[config.mk]
export PLATFORM = sky130hd
export DESIGN_NAME = tnef_record_deframer_core
export DESIGN_NICKNAME = d
export VERILOG_FILES = /design/src/design/tnef_pkg.sv /design/src/design/tnef_record_deframer_core.sv /design/src/design/tnef_parser.sv /design/src/design/tnef_evq.sv
export SDC_FILE = /design/constraint.sdc
export NUM_CORES = 1
export LEC_CHECK = 0
export BUFFER_PORTS_ARGS = -buffer_cell sky130_fd_sc_hd__buf_2
export CORE_AREA = 2 2 187 189
export CTS_BUF_LIST = sky130_fd_sc_hd__clkbuf_8
export DETAILED_ROUTE_END_ITERATION = 8
export DIE_AREA = 0 0 189 191
export PLACE_DENSITY = 0.83
export SYNTH_ARGS = -nofsm -noshare
export SYNTH_HDL_FRONTEND = slang
export SYNTH_HIERARCHICAL = 1
export SYNTH_SLANG_ARGS = --single-unit
export TNS_END_PERCENT = 30
[constraint.sdc]
create_clock -name clk -period 21.4 [get_ports clk]
set_input_delay 5.35 -clock clk [delete_from_list [all_inputs] [get_ports clk]]
set_output_delay 5.35 -clock clk [all_outputs]
set_load 0.02 [all_outputs]
[src/design/tnef_pkg.sv]
// Shared types and constants for the TNEF record deframer.
`default_nettype none
package tnef_pkg;

  // Little-endian stream signature that opens every TNEF stream.
  localparam logic [31:0] SIGNATURE_WORD = 32'h223E_9F78;

  // Event kinds carried on the result channel.
  localparam logic [1:0] EV_DATA     = 2'd0;
  localparam logic [1:0] EV_CSUM_OK  = 2'd1;
  localparam logic [1:0] EV_CSUM_ERR = 2'd2;
  localparam logic [1:0] EV_SIG_ERR  = 2'd3;

  // Depth of the event queue between parser and result port.
  localparam int unsigned EVQ_DEPTH = 4;
  localparam int unsigned EVQ_PTR_W = $clog2(EVQ_DEPTH);
  localparam int unsigned EVQ_CNT_W = $clog2(EVQ_DEPTH + 1);

  // One result event as produced by the parser.
  typedef struct packed {
    logic [1:0]  event_kind;
    logic [31:0] attribute_type;
    logic [7:0]  component;
    logic [7:0]  payload_byte;
    logic [31:0] record_length;
    logic        last_of_record;
  } tnef_event_t;

endpackage
`default_nettype wire

[src/design/tnef_record_deframer_core.sv]
// Top level of the TNEF record deframer: parser front end and result queue back end.
//
// Usage: the stream enters one byte per request on the input queue port.
// A byte is taken at a rising edge where push is high and full is low; set
// in_restart on the first byte of every new stream. The block checks the
// four-byte signature, skips the two-byte key and then parses records.
// Each data byte leaves as one result request tagged with its record's
// component, attribute type and length; after the checksum word a request
// reports whether the record's 16-bit sum matched. A bad signature or a bad
// checksum is reported once, after which the block ignores bytes until a
// restart. Header, key and checksum bytes that complete nothing give no
// result.
// Latency: a result caused by a byte enters the queue at the edge that takes
// the byte, so with no older result waiting it is on the out_ ports (empty
// low) in the following cycle. Throughput: one byte per cycle while the queue
// has room; while full is high no further byte is taken.
// Results wait in a four-entry queue; when the receiver stops popping, the
// queue fills and full rises so that no byte is taken until room returns.
// Reset (rst_n low at a clock edge) empties the queue and returns the
// parser to its signature-search state.
`default_nettype none
module tnef_record_deframer_core (
  input  wire logic        clk,
  input  wire logic        rst_n,
  input  wire logic        push,
  output logic             full,
  input  wire logic [7:0]  in_stream_byte,
  input  wire logic        in_restart,
  output logic             empty,
  input  wire logic        pop,
  output logic [1:0]       out_event_kind,
  output logic [31:0]      out_attribute_type,
  output logic [7:0]       out_component,
  output logic [7:0]       out_payload_byte,
  output logic [31:0]      out_record_length,
  output logic             out_last_of_record
);

  logic                   byte_take;
  logic                   ev_valid;
  tnef_pkg::tnef_event_t  ev;
  tnef_pkg::tnef_event_t  head_ev;
  logic                   q_full;
  logic                   q_empty;

  // Every accepted byte yields at most one event, so holding off input
  // while the queue is full is enough to guarantee it never overflows.
  assign byte_take = push & ~q_full;

  tnef_parser u_parser (
    .clk         (clk),
    .rst_n       (rst_n),
    .byte_valid  (byte_take),
    .stream_byte (in_stream_byte),
    .restart     (in_restart),
    .ev_valid    (ev_valid),
    .ev          (ev)
  );

  tnef_evq u_evq (
    .clk     (clk),
    .rst_n   (rst_n),
    .wr_en   (ev_valid),
    .wr_ev   (ev),
    .rd_en   (pop & ~q_empty),
    .rd_ev   (head_ev),
    .q_full  (q_full),
    .q_empty (q_empty)
  );

  assign full               = q_full;
  assign empty              = q_empty;
  assign out_event_kind     = head_ev.event_kind;
  assign out_attribute_type = head_ev.attribute_type;
  assign out_component      = head_ev.component;
  assign out_payload_byte   = head_ev.payload_byte;
  assign out_record_length  = head_ev.record_length;
  assign out_last_of_record = head_ev.last_of_record;

endmodule
`default_nettype wire

[src/design/tnef_parser.sv]
// Front end: byte-wise TNEF stream parser that classifies each byte and emits events.
`default_nettype none
module tnef_parser (
  input  wire logic                 clk,
  input  wire logic                 rst_n,
  input  wire logic                 byte_valid,
  input  wire logic [7:0]           stream_byte,
  input  wire logic                 restart,
  output logic                      ev_valid,
  output tnef_pkg::tnef_event_t     ev
);

  localparam logic [2:0] PH_SIG  = 3'd0;
  localparam logic [2:0] PH_KEY  = 3'd1;
  localparam logic [2:0] PH_COMP = 3'd2;
  localparam logic [2:0] PH_TYPE = 3'd3;
  localparam logic [2:0] PH_LEN  = 3'd4;
  localparam logic [2:0] PH_DATA = 3'd5;
  localparam logic [2:0] PH_CSUM = 3'd6;
  localparam logic [2:0] PH_HALT = 3'd7;

  logic [2:0]  phase_r, phase_nxt;
  logic [1:0]  cnt_r, cnt_nxt;
  logic [31:0] acc_r, acc_nxt;
  logic [31:0] rtype_r, rtype_nxt;
  logic [7:0]  rcomp_r, rcomp_nxt;
  logic [31:0] rsize_r, rsize_nxt;
  logic [31:0] left_r, left_nxt;
  logic [15:0] sum_r, sum_nxt;

  // State as seen by this byte: a restart byte starts from the reset state.
  logic [2:0]  eff_phase;
  logic [1:0]  eff_cnt;
  logic [31:0] eff_acc;
  logic [31:0] eff_rtype;
  logic [7:0]  eff_rcomp;
  logic [31:0] eff_rsize;
  logic [31:0] eff_left;
  logic [15:0] eff_sum;

  logic [31:0] gathered;
  logic [31:0] left_dec;
  logic [15:0] sum_inc;
  logic        ev_gen;

  always_comb begin
    eff_phase = restart ? PH_SIG : phase_r;
    eff_cnt   = restart ? 2'd0   : cnt_r;
    eff_acc   = restart ? 32'd0  : acc_r;
    eff_rtype = restart ? 32'd0  : rtype_r;
    eff_rcomp = restart ? 8'd0   : rcomp_r;
    eff_rsize = restart ? 32'd0  : rsize_r;
    eff_left  = restart ? 32'd0  : left_r;
    eff_sum   = restart ? 16'd0  : sum_r;
  end

  assign gathered = eff_acc | ({24'd0, stream_byte} << {eff_cnt, 3'b000});
  assign left_dec = eff_left - 32'd1;
  assign sum_inc  = eff_sum + {8'd0, stream_byte};

  always_comb begin
    phase_nxt = eff_phase;
    cnt_nxt   = eff_cnt;
    acc_nxt   = eff_acc;
    rtype_nxt = eff_rtype;
    rcomp_nxt = eff_rcomp;
    rsize_nxt = eff_rsize;
    left_nxt  = eff_left;
    sum_nxt   = eff_sum;
    ev_gen    = 1'b0;
    ev        = '0;

    unique case (eff_phase)
      PH_SIG: begin
        if (eff_cnt == 2'd3) begin
          cnt_nxt = 2'd0;
          acc_nxt = 32'd0;
          if (gathered == tnef_pkg::SIGNATURE_WORD) begin
            phase_nxt = PH_KEY;
          end else begin
            phase_nxt     = PH_HALT;
            ev_gen        = 1'b1;
            ev.event_kind = tnef_pkg::EV_SIG_ERR;
          end
        end else begin
          cnt_nxt = eff_cnt + 2'd1;
          acc_nxt = gathered;
        end
      end
      PH_KEY: begin
        if (eff_cnt == 2'd1) begin
          cnt_nxt   = 2'd0;
          acc_nxt   = 32'd0;
          phase_nxt = PH_COMP;
        end else begin
          cnt_nxt = eff_cnt + 2'd1;
          acc_nxt = gathered;
        end
      end
      PH_COMP: begin
        rcomp_nxt = stream_byte;
        cnt_nxt   = 2'd0;
        acc_nxt   = 32'd0;
        phase_nxt = PH_TYPE;
      end
      PH_TYPE: begin
        if (eff_cnt == 2'd3) begin
          rtype_nxt = gathered;
          cnt_nxt   = 2'd0;
          acc_nxt   = 32'd0;
          phase_nxt = PH_LEN;
        end else begin
          cnt_nxt = eff_cnt + 2'd1;
          acc_nxt = gathered;
        end
      end
      PH_LEN: begin
        if (eff_cnt == 2'd3) begin
          rsize_nxt = gathered;
          left_nxt  = gathered;
          cnt_nxt   = 2'd0;
          acc_nxt   = 32'd0;
          sum_nxt   = 16'd0;
          // An empty record carries neither data nor a checksum word.
          phase_nxt = (gathered == 32'd0) ? PH_COMP : PH_DATA;
        end else begin
          cnt_nxt = eff_cnt + 2'd1;
          acc_nxt = gathered;
        end
      end
      PH_DATA: begin
        sum_nxt           = sum_inc;
        left_nxt          = left_dec;
        ev_gen            = 1'b1;
        ev.event_kind     = tnef_pkg::EV_DATA;
        ev.attribute_type = eff_rtype;
        ev.component      = eff_rcomp;
        ev.payload_byte   = stream_byte;
        ev.record_length  = eff_rsize;
        ev.last_of_record = (left_dec == 32'd0);
        if (left_dec == 32'd0) begin
          cnt_nxt   = 2'd0;
          acc_nxt   = 32'd0;
          phase_nxt = PH_CSUM;
        end
      end
      PH_CSUM: begin
        if (eff_cnt == 2'd1) begin
          cnt_nxt           = 2'd0;
          acc_nxt           = 32'd0;
          ev_gen            = 1'b1;
          ev.attribute_type = eff_rtype;
          ev.component      = eff_rcomp;
          ev.record_length  = eff_rsize;
          if (gathered[15:0] == eff_sum) begin
            phase_nxt     = PH_COMP;
            ev.event_kind = tnef_pkg::EV_CSUM_OK;
          end else begin
            phase_nxt     = PH_HALT;
            ev.event_kind = tnef_pkg::EV_CSUM_ERR;
          end
        end else begin
          cnt_nxt = eff_cnt + 2'd1;
          acc_nxt = gathered;
        end
      end
      PH_HALT: begin
      end
    endcase
  end

  assign ev_valid = byte_valid & ev_gen;

  always_ff @(posedge clk) begin
    if (!rst_n) begin
      phase_r <= PH_SIG;
      cnt_r   <= 2'd0;
      acc_r   <= 32'd0;
      rtype_r <= 32'd0;
      rcomp_r <= 8'd0;
      rsize_r <= 32'd0;
      left_r  <= 32'd0;
      sum_r   <= 16'd0;
    end else if (byte_valid) begin
      phase_r <= phase_nxt;
      cnt_r   <= cnt_nxt;
      acc_r   <= acc_nxt;
      rtype_r <= rtype_nxt;
      rcomp_r <= rcomp_nxt;
      rsize_r <= rsize_nxt;
      left_r  <= left_nxt;
      sum_r   <= sum_nxt;
    end
  end

`ifndef ASSERT_OFF
  a_data_only_in_data_phase: assert property (@(posedge clk) disable iff (!rst_n)
    (ev_valid && ev.event_kind == tnef_pkg::EV_DATA) |-> (eff_phase == PH_DATA))
    else $error("data event outside the data phase");

  a_error_halts: assert property (@(posedge clk) disable iff (!rst_n)
    (ev_valid && (ev.event_kind == tnef_pkg::EV_CSUM_ERR ||
                  ev.event_kind == tnef_pkg::EV_SIG_ERR)) |=> (phase_r == PH_HALT))
    else $error("error event did not halt the parser");

  a_halt_holds: assert property (@(posedge clk) disable iff (!rst_n)
    (phase_r == PH_HALT && !(byte_valid && restart)) |=> (phase_r == PH_HALT))
    else $error("parser left the halted state without a restart");

  a_halt_silent: assert property (@(posedge clk) disable iff (!rst_n)
    (phase_r == PH_HALT && !restart) |-> !ev_valid)
    else $error("halted parser produced an event");
`endif

endmodule
`default_nettype wire

[src/design/tnef_evq.sv]
// Back end: short event queue that holds parser results until the receiver pops them.
`default_nettype none
module tnef_evq (
  input  wire logic                 clk,
  input  wire logic                 rst_n,
  input  wire logic                 wr_en,
  input  tnef_pkg::tnef_event_t     wr_ev,
  input  wire logic                 rd_en,
  output tnef_pkg::tnef_event_t     rd_ev,
  output logic                      q_full,
  output logic                      q_empty
);

  tnef_pkg::tnef_event_t            slot_r [tnef_pkg::EVQ_DEPTH];
  logic [tnef_pkg::EVQ_PTR_W-1:0]   wr_ptr_r;
  logic [tnef_pkg::EVQ_PTR_W-1:0]   rd_ptr_r;
  logic [tnef_pkg::EVQ_CNT_W-1:0]   count_r;
  logic [tnef_pkg::EVQ_CNT_W-1:0]   count_nxt;

  assign q_full  = (count_r == tnef_pkg::EVQ_CNT_W'(tnef_pkg::EVQ_DEPTH));
  assign q_empty = (count_r == '0);
  assign rd_ev   = slot_r[rd_ptr_r];

  always_comb begin
    count_nxt = count_r;
    if (wr_en && !rd_en) begin
      count_nxt = count_r + 1'b1;
    end else if (rd_en && !wr_en) begin
      count_nxt = count_r - 1'b1;
    end
  end

  always_ff @(posedge clk) begin
    if (wr_en) begin
      slot_r[wr_ptr_r] <= wr_ev;
    end
  end

  always_ff @(posedge clk) begin
    if (!rst_n) begin
      wr_ptr_r <= '0;
      rd_ptr_r <= '0;
      count_r  <= '0;
    end else begin
      if (wr_en) begin
        wr_ptr_r <= wr_ptr_r + 1'b1;
      end
      if (rd_en) begin
        rd_ptr_r <= rd_ptr_r + 1'b1;
      end
      count_r <= count_nxt;
    end
  end

endmodule
`default_nettype wire

==> results.yml <==
setup_path:
  r2r-start: "u_parser/cnt_r[0]$_SDFFE_PN0P_"
  reg2reg_to: "u_evq/slot_r[3][76]$_DFFE_PP_"
  cp_max_fo: 51
  r2r_cells: 9
  cp.arrival_ps: 9660
  slowest_stage: "and2_4"
  crit_chain: "buf_2 -> buf_4 -> inv_1 -> buf_4 -> nand2_1 -> inv_1 -> ha_1 -> inv_1 -> a21oi_1 -> o31ai_1 -> a21oi_1 -> and2_4 -> buf_4"
  crit_path_start_kind: "input port"
  worstPathRequired_ps: 21630
  critical_path_class: "input port to flip-flop"
  critPathCaptureType: "flip-flop"
  r2r_setup_slack_ps: 16520
  cp_slowest_stage_delay_ps: 680
synthesis:
  syn-num-nets: 1679
  ys.flop_type: "edfxtp_1"
  synthArstFlopShare: 0
  syn_inst: 1646
  yosysWarnings: 6
  synth.top_cell.area_share: 0.456
  synth_edf_count: 332
  yosysSeqAreaShare: 0.607
  ys_ff_latch: 498
  yosysUniqueCellTypes: 84
  yosysTopAreaCell: "edfxtp_1"
  synthTopCellsByArea: "edfxtp_1 46%, dfxtp_1 15%, mux4_2 8.5%"
  netlist_area_mm2: 0.0219
  syn_area_per_cell_um2: 13.3
pwr:
  power_leakage_nw: 8.00
  switching_share: 0.295
  power_frac_comb: 0.198
  p_clk_frac: 0.341
  p_per_area_mw_per_mm2: 96.8
  seqPwrFrac: 0.461
  p_switching_uw: 691
  ir_worst_vdd_mv: 0.0656
  p_int_mw: 1.65
worst_hold_path:
  holdCritStartpoint: "u_parser/rsize_r[24]$_SDFFE_PN0P_"
  holdPathStages: 2
  whs_endpoint: "u_parser/rsize_r[24]$_SDFFE_PN0P_"
  min_path_type: "flip-flop to flip-flop"
sta:
  fin_crit_sh: 0.440
  hold_viol: 0
  slew_headroom: 0.147
  fmax_ghz: 0.106
  finalSetupViolations: 0
  finClkSkew_ps: 28.7
  drv_slew: 0
  rsz0062_at_grt: "no"
  tightest_slew_ps: 1270
  worst_slack_ps: 11980
  fin_tns_setup_ps: 0
  period_needed_ps: 9420
die:
  row_count: 68
  ios: 98
  die_y_um: 191
  dieArea_mm2: 0.0361
  initial_core_util: 0.641
  die_w_um: 189
  fp.coreArea_mm2: 0.0341
detailed_routing:
  wire_per_inst_um: 25.1
  vias: 14932
  drc_errors: 0
  drt_iter0_markers: 1819
  route.antenna.remaining_nets: 0
  viasPerCell: 6.64
  wl_um: 56400
  firstDrtPassIters: 6
grt:
  grt_pass1_wl_um: 87200
  grt_max_degree: 118
  grt_usage: 0.318
  antenna_found_initial: 0
  grt-ovfl-total: 0
  grt_pass1_vias: 14650
clock_tree:
  insertion_delay_ps: 620
  cts_root_buf: "clkbuf_8"
  tritoncts: "yes"
  hold_buffers: 0
  cts_made_buffers: 76
  path_clk_slew_ps: 60
  cts_resized: 0
  htree_num_levels: 3
  max-clock-path-buffers: 3
  cts_sinks: 498
  postCtsSetupRepairBufs: 0
final_layout:
  area_growth_pct: 10.8
  antenna_cells: 0
  nets: 1766
  num-fill-cells: 2203
  layout-drive-gt1-share: 0.197
placement:
  post-place-ws_ps: 11460
  portBuffers: 97
  gp_congestion: 0.972
  dp_hpwl_um: 34800
outcome:
  status: "complete, no violations"
run:
  maxCapViolCount: 0
-- layer usage --
| metal | global-route usage | vias to the layer above | share of wire |
|---|---|---|---|
| met5 | 0 | - | 0 |
| met4 | 0.132 | 0 | 0.039 |
| met3 | 0.0600 | 164 | 0.083 |
| met2 | 0.498 | 843 | 0.47 |
| met1 | 0.444 | 7430 | 0.40 |
| li1 | - | 6495 | - |
-- Yosys cell counts (38+ instances only) --
library cell  instances
a22oi_1             109
edfxtp_1            332
a21oi_1              38
nor2b_1             122
nand2_1              85
o21ai_0              58
clkbuf_1             85
and2_1               96
dfxtp_1             166
nor2_1               57
mux4_2               83
a22o_1               40
-- final cells by class --
| type | count | area (um2) | share of cell area |
|---|---|---|---|
| sequential | 498 | 13300 | 0.549 |
| clock inverter | 47 | 293 | 0.0121 |
| multi-input combinational | 1011 | 8030 | 0.331 |
| tap | 455 | 569 | 0.0235 |
| inverter | 24 | 90.1 | 0.00372 |
| timing repair buffer | 122 | 676 | 0.0279 |
| clock buffer | 93 | 1280 | 0.0528 |
-- worst max-delay path by stage --
stage / cells after the start / to / start / slack, ps
finish: 13 / u_evq/slot_r[3][76]$_DFFE_PP_ / in_restart / 11980
global route: 13 / u_evq/slot_r[0][74]$_DFFE_PP_ / in_restart / 11700
CTS: 13 / u_evq/slot_r[1][74]$_DFFE_PP_ / in_restart / 12100
detailed placement: 13 / u_evq/slot_r[1][23]$_DFFE_PP_ / in_restart / 11460
global placement: 13 / u_evq/slot_r[1][28]$_DFFE_PP_ / in_restart / 11560
floorplan: 15 / u_evq/slot_r[0][0]$_DFFE_PP_ / in_restart / 10650
-- through the flow --
stage,area (um2),std cells,utilization,hold slack [ps],total power [mW]
after floorplan,21900,1646,-,435,1.44
after global placement,22700,2110,0.664,452,1.55
after detailed placement,22700,2110,0.664,459,1.56
after CTS,24200,2250,0.711,479,2.35
after global routing,24200,2250,0.711,491,2.43
final,24200,2250,0.711,480,2.35
-- cell families (layout without fill, tap and decap cells) --
kind of cell | Yosys count | count (layout) | synth area share
AOI/OAI and AO/OA | 349 | 349 | 0.114
xor gates and xnor gates | 26 | 26 | 0.0104
adders and majority gates | 20 | 20 | 0.0121
buffers and inverters | 137 | 286 | 0.0285
DFF | 498 | 498 | 0.607
muxes | 92 | 92 | 0.0897
and+or+nand+nor | 524 | 524 | 0.138
-- flip-flops by register name (all words and copies together) (netlist names), named ones only --
signal            count
u_evq/rd_ptr_r        2
u_parser/cnt_r        2
u_parser/left_r      32
u_parser/rtype_r     32
u_evq/wr_ptr_r        2
u_parser/phase_r      3
u_parser/sum_r       16
u_parser/rcomp_r      8
u_parser/rsize_r     32
u_evq/count_r         3
u_parser/acc_r       32
u_evq/slot_r        332
-- layout by cell type (no fill, tap or decap), types with 6 or more instances in the layout --
cell	count
nand3_1	16
a21boi_0	8
a22oi_1	109
mux2i_1	6
nand2_1	85
nor3_1	34
or3_1	6
o211ai_1	6
a31oi_1	17
edfxtp_1	332
o21ai_0	58
mux4_2	83
inv_1	45
buf_4	26
xor2_1	7
ha_1	18
clkinv_2	14
nor2b_1	122
a21oi_1	37
a22o_1	40
a211oi_1	9
xnor2_1	19
nand3b_1	9
buf_2	96
nand4_1	18
and2_1	92
nor4_1	15
o2bb2ai_1	9
clkbuf_8	93
nor2_1	57
dfxtp_1	164
nand2b_1	18
-- power by group through the flow --
stage / clock, mW / sequential, mW / combinational (mW)
2_1_floorplan: 0 / 1.06 / 0.377
3_3_place_gp: 0 / 1.10 / 0.453
3_5_place_dp: 0 / 1.10 / 0.460
4_1_cts: 0.810 / 1.08 / 0.463
5_1_grt: 0.855 / 1.08 / 0.495
6_report: 0.800 / 1.08 / 0.465
-- critical path, delay by kind of cell --
kind / cells / cell delay [ps]
adders and majority gates: 1 / 420
AOI/OAI and AO/OA: 3 / 950
buffers and inverters: 7 / 1990
and+or+nand+nor: 2 / 830
No activity file was read; power rests on OpenSTA's default activity.
